File: config.mk
export PLATFORM = sky130hd
export DESIGN_NAME = isms_cell
export DESIGN_NICKNAME = d
export VERILOG_FILES = /design/src/assert_macros.svh /design/src/isms_pkg.sv /design/src/isms_cell.sv
export SDC_FILE = /design/constraint.sdc
export NUM_CORES = 1
export LEC_CHECK = 0
export BUFFER_PORTS_ARGS = -buffer_cell sky130_fd_sc_hd__buf_2
export CAP_MARGIN = 20
export CELL_PAD_IN_SITES_DETAIL_PLACEMENT = 1
export CELL_PAD_IN_SITES_GLOBAL_PLACEMENT = 1
export CORE_MARGIN = 5
export CORE_UTILIZATION = 39
export CTS_CLUSTER_DIAMETER = 40
export CTS_CLUSTER_SIZE = 40
export DETAILED_ROUTE_END_ITERATION = 8
export GPL_ROUTABILITY_DRIVEN = 0
export PLACE_DENSITY_LB_ADDON = 0.3
export SLEW_MARGIN = 20
export SYNTH_ARGS = -nofsm -noshare
export SYNTH_HDL_FRONTEND = slang
export SYNTH_SLANG_ARGS = --single-unit
File: constraint.sdc
create_clock -name clk -period 8 [get_ports clk]
set_input_delay 0.8 -clock clk [delete_from_list [all_inputs] [get_ports clk]]
set_output_delay 0.8 -clock clk [all_outputs]
set_load 0.005 [all_outputs]
File: src/assert_macros.svh
// ----------------------------------------------------------------------------
// assert_macros
// Assertion helpers used by the RTL file interval_set_merge_split.
// ----------------------------------------------------------------------------
`ifndef ASSERT_MACROS_SVH
`define ASSERT_MACROS_SVH

// Same-cycle implication, sampled on clk, off during rst.
`define CHK_IMP(lbl, ante, cons, msg) \
  lbl: assert property (@(posedge clk) disable iff (rst) (ante) |-> (cons)) else $error(msg);

// Next-cycle implication, sampled on clk, off during rst.
`define CHK_NXT(lbl, ante, cons, msg) \
  lbl: assert property (@(posedge clk) disable iff (rst) (ante) |=> (cons)) else $error(msg);

`endif

File: src/isms_pkg.sv
`timescale 1ns / 1ps
// ----------------------------------------------------------------------------
// isms_pkg
// Types, codes and constants of the interval set block.
// ----------------------------------------------------------------------------
package isms_pkg;

  localparam int MAX_INTERVALS_DEF = 64;

  localparam logic [1:0] FN_INSERT   = 2'd0;
  localparam logic [1:0] FN_ERASE    = 2'd1;
  localparam logic [1:0] FN_CONTAINS = 2'd2;

  localparam logic [1:0] ST_OK   = 2'd0;
  localparam logic [1:0] ST_FULL = 2'd1;
  localparam logic [1:0] ST_BAD  = 2'd2;

  // Per-cycle command broadcast to every cell
  typedef enum logic [2:0] {
    ACT_NONE,
    ACT_CMP,
    ACT_INS_NEW,
    ACT_INS_MERGE,
    ACT_SPLIT,
    ACT_CUT,
    ACT_SHIFT
  } act_t;

  typedef struct packed {
    act_t               act;
    logic               ins;
    logic signed [63:0] lo;
    logic signed [63:0] hi;
  } ctl_t;

  // Contents of one cell
  typedef struct packed {
    logic signed [63:0] s;
    logic signed [63:0] e;
    logic               t;
  } ent_t;

  // Compare results of one cell
  typedef struct packed {
    logic b;
    logic hit;
    logic splt;
  } flg_t;

endpackage

File: src/isms_cell.sv
`timescale 1ns / 1ps
// ----------------------------------------------------------------------------
// isms_cell
// One table slot: holds an interval, compares it, shifts with its neighbours.
// ----------------------------------------------------------------------------
module isms_cell (
  input  logic            clk,
  input  logic            rst,
  input  isms_pkg::ctl_t  ctl,
  input  logic            occ,
  input  isms_pkg::ent_t  lft,
  input  logic            lft_b,
  input  logic            lft_at,
  input  isms_pkg::ent_t  rgt,
  output isms_pkg::ent_t  ent,
  output logic            at,
  output isms_pkg::flg_t  flg
);

  logic signed [63:0] s, s_next;
  logic signed [63:0] e, e_next;
  logic t, t_next;
  logic at_next;
  logic gt, gt_next;
  logic touch, slt, egt, zone;

  assign slt   = s < ctl.lo;
  assign egt   = e > ctl.hi;
  assign touch = occ && (s <= ctl.hi) && (ctl.lo <= e);
  assign flg.b    = occ && (e < ctl.lo);
  assign flg.hit  = occ && (s <= ctl.lo) && (ctl.lo <= e);
  assign flg.splt = touch && slt && egt;
  // removal zone: everything above the anchor, plus the anchor if marked
  assign zone = gt || (at && t);

  always_comb begin
    s_next  = s;
    e_next  = e;
    t_next  = t;
    at_next = at;
    gt_next = gt;
    unique case (ctl.act)
      isms_pkg::ACT_CMP: begin
        t_next  = touch;
        at_next = lft_b && !flg.b;
        gt_next = !lft_b;
      end
      isms_pkg::ACT_INS_NEW: begin
        if (at) begin
          s_next = ctl.lo;
          e_next = ctl.hi;
        end else if (gt) begin
          s_next = lft.s;
          e_next = lft.e;
          t_next = lft.t;
        end
      end
      isms_pkg::ACT_INS_MERGE: begin
        if (at) begin
          s_next = slt ? s : ctl.lo;
          e_next = egt ? e : ctl.hi;
          t_next = 1'b0;
        end
      end
      isms_pkg::ACT_SPLIT: begin
        if (at) begin
          e_next = ctl.lo;
          t_next = 1'b0;
        end else if (lft_at) begin
          s_next = ctl.hi;
          e_next = lft.e;
          t_next = 1'b0;
        end else if (gt) begin
          s_next = lft.s;
          e_next = lft.e;
          t_next = lft.t;
        end
      end
      isms_pkg::ACT_CUT: begin
        if (t) begin
          if (slt) begin
            e_next = ctl.lo;
            t_next = 1'b0;
          end else if (egt) begin
            s_next = ctl.hi;
            t_next = 1'b0;
          end
        end
      end
      isms_pkg::ACT_SHIFT: begin
        if (zone) begin
          s_next = rgt.s;
          e_next = rgt.e;
          t_next = rgt.t;
        end else if (at && ctl.ins && (rgt.e > e)) begin
          e_next = rgt.e;
        end
      end
      default: ;
    endcase
  end

  always_ff @(posedge clk) begin
    s <= s_next;
    e <= e_next;
    if (rst) begin
      t  <= 1'b0;
      at <= 1'b0;
      gt <= 1'b0;
    end else begin
      t  <= t_next;
      at <= at_next;
      gt <= gt_next;
    end
  end

  assign ent.s = s;
  assign ent.e = e;
  assign ent.t = t;

endmodule

==> flow_summary.yaml <==
placement:
  dpl.hpwl_mm: 73.4
  port-buffer-count: 527
  place_area_mm2: 0.0219
worst_setup_path:
  crit_fanout: 42
  cp-start-kind: "register"
  cp.arrival_ns: 5.43
  end_kind: "register"
  crit_type: "reg2reg"
  crit_required_ns: 8.10
global_route:
  grtUsageMet3_pct: 7.22
  grt_busiest_layer: "met2"
  use_met2_pct: 59.0
  met1_usage_pct: 43.3
  antenna_found_initial: 17
  grt_pass1_wl_mm: 146
  grt_usage_pct: 35.2
  overflow: 0
  grt_max_degree: 83
  grt_pass1_vias: 24437
finish:
  fin_area_mm2: 0.0225
  area_growth_pct: 19.4
  drive_above_1_share_pct: 22.7
  fin_nets: 3594
clock_tree:
  cts_tree: "built"
  numClockSinks: 131
  ctsResizeCount: 0
  cts_buffers: 17
  path_clk_slew_ns: 0.07
  cts-root-buf: "clkbuf_16"
  worstSkewPairLatency_ns: 0.47
  hold_buffers: 0
  clk_path_buf_depth: 2
  h-tree-depth: 4
  cts_setup_buffers: 0
drt:
  ant_nets: 0
  drt_pass1_iterations: 9
  drt_iter0_markers: 2575
  via_count: 23355
  drc_errors: 0
  viasPerCell: 6.64
  finalWirelength_mm: 98.3
  wl_per_cell_um: 27.9
power:
  peakVddDrop_mv: 0.131
  switching_power_uw: 1350
  pwr_density_cell_mw_per_mm2: 144
  power.share.sequential_pct: 30.2
  leakage_uw: 0.0101
  p_clk_share_pct: 25.8
  switching_share_pct: 41.6
  internal-power_uw: 1900
  pwr-share-comb_pct: 44.0
floorplan:
  start_util_pct: 39.4
  placementRows: 80
  ioPinCount: 528
  coreArea_mm2: 0.0478
  dieArea_mm2: 0.0529
  die_h_um: 230
  fp.dieW_um: 230
timing:
  maxSlewViolCount: 0
  min_period_ns: 5.33
  tns_ns: 0
  worst_pin_slew_ns: 1.15
  setup_viol: 0
  slew_headroom_pct: 23.2
  max_freq_mhz: 187
  rsz0062_at_grt: "false"
  clock_skew_ns: 0.0111
  final_hold_viol_count: 0
  fin_crit_sh_pct: 66.7
hold_path:
  hold_class: "in2reg"
synth:
  synthArstFlopShare_pct: 0
  yosysWarnings: 0
  synth_cells: 2469
  yosysSeqAreaShare_pct: 20.7
  synth_seq_cells: 131
  yosys_most_used_dff: "edfxtp_1"
  synthesis.nets: 3184
  syn_area_mm2: 0.0189
  synth.avg_cell_area_um2: 7.64
  synth_edf_count: 128
  synth_cell_types: 59
flow_run:
  drv_cap: 0
status:
  status: "finished, final reports clean"
## Yosys cell counts, drive strengths merged, types with 3 or more instances
cell type	n	area, um2
ha	320	4000
a22oi	65	488
o22ai	6	37.5
or4	4	30.0
a211o	4	35.0
buf	14	56.3
edfxtp	128	3840
a21o	30	225
nor2	176	661
o21a	4	30.0
nor2b	8	50.1
a21boi	4	30.0
and4	6	52.6
inv	199	747
nor4	12	75.1
nand4	56	350
dfxtp	3	60.1
a311oi	3	32.5
o21ai	235	1180
a222oi	65	651
nand2	272	1020
and3	3	18.8
a211oi	14	105
nand3	104	521
clkbuf	144	541
o211ai	203	1520
a221o	3	30.0
nand2b	4	25.0
a221oi	8	76.3
nor3	17	85.1
or3	3	18.8
mux2	64	724
a21oi	258	1290
## cell usage in the layout, fill, tap and decap left out, drive strengths merged, types with 104 or more instances in the layout
master  count
a21oi     258
buf       549
edfxtp    128
ha        320
inv       199
nand2     272
nand3     104
nor2      176
o211ai    203
o21ai     235
## area by class of cell
| type | instances | area [um2] |
|---|---|---|
| clock buffer | 17 | 425 |
| multi-input combinational | 1980 | 13700 |
| tap | 615 | 769 |
| inverter | 200 | 753 |
| fill | 6055 | 25300 |
| antenna | 13 | 32.5 |
| timing repair buffer | 549 | 2810 |
| sequential | 131 | 3910 |
| clock inverter | 13 | 144 |
## final timing paths
kind,startpoint,to,slack [ns],cells past startpoint
worst max-delay path,e[47],e[29],2.67,12
worst min-delay path,lft_b,gt,0.53,2
worst min register to register,s[17],s[17],0.82,3
worst max register to register,e[47],e[29],2.67,12
## metal layers
metal / share of wire [%] / vias to the layer above
li1: - / 10218
met1: 39 / 11411
met2: 47 / 1417
met3: 8.9 / 301
met4: 4.8 / 8
met5: 0.048 / -
## logic make-up after synthesis
kind of cell | Yosys count | share of synthesized area (%)
AOI/OAI and AO/OA | 919 | 31.2
and+or+nand+nor | 673 | 15.8
buffers and inverters | 358 | 7.14
adders and majority gates | 320 | 21.2
DFF | 131 | 20.7
muxes | 65 | 3.89
xor gates and xnor gates | 3 | 0.139
## power by group through the flow
stage	Combinational (uW)	Clock [uW]	Sequential [uW]
final	1430	839	982
after global routing	1560	867	985
after detailed placement	1390	0	990
after CTS	1410	840	977
after floorplan	815	0	947
after global placement	1320	0	989
## state kept, by name, summed over array words and instances (netlist names)
signal	count
t	1
s	64
gt	1
at	1
e	64
## critical path, stage by stage (launching register included)
cell and delay [ns]:
edfxtp_1 0.45, inv_1 0.15, ha_1 0.33, nand4_1 0.23, nor4_1 0.78, nand4b_1 0.44, a311oi_1 0.90, a211o_1 0.22
a211oi_1 0.10, nand3_1 0.13, nand3b_1 0.18, a311oi_4 0.32, buf_4 0.67
## per-stage QoR
step	hold WS [ns]	instances	utilization (%)	power, uW	setup slack [ns]
4_1_cts	0.513	3505	47.0	3220	2.73
5_1_grt	0.523	3516	47.1	3420	2.66
2_1_floorplan	0.660	2469	-	1760	1.76
3_5_place_dp	0.797	3475	45.8	2380	2.42
3_3_place_gp	0.788	3475	45.8	2310	2.41
6_report	0.533	3518	47.1	3250	2.67
Note: power is estimated with default switching activity, not from simulation.
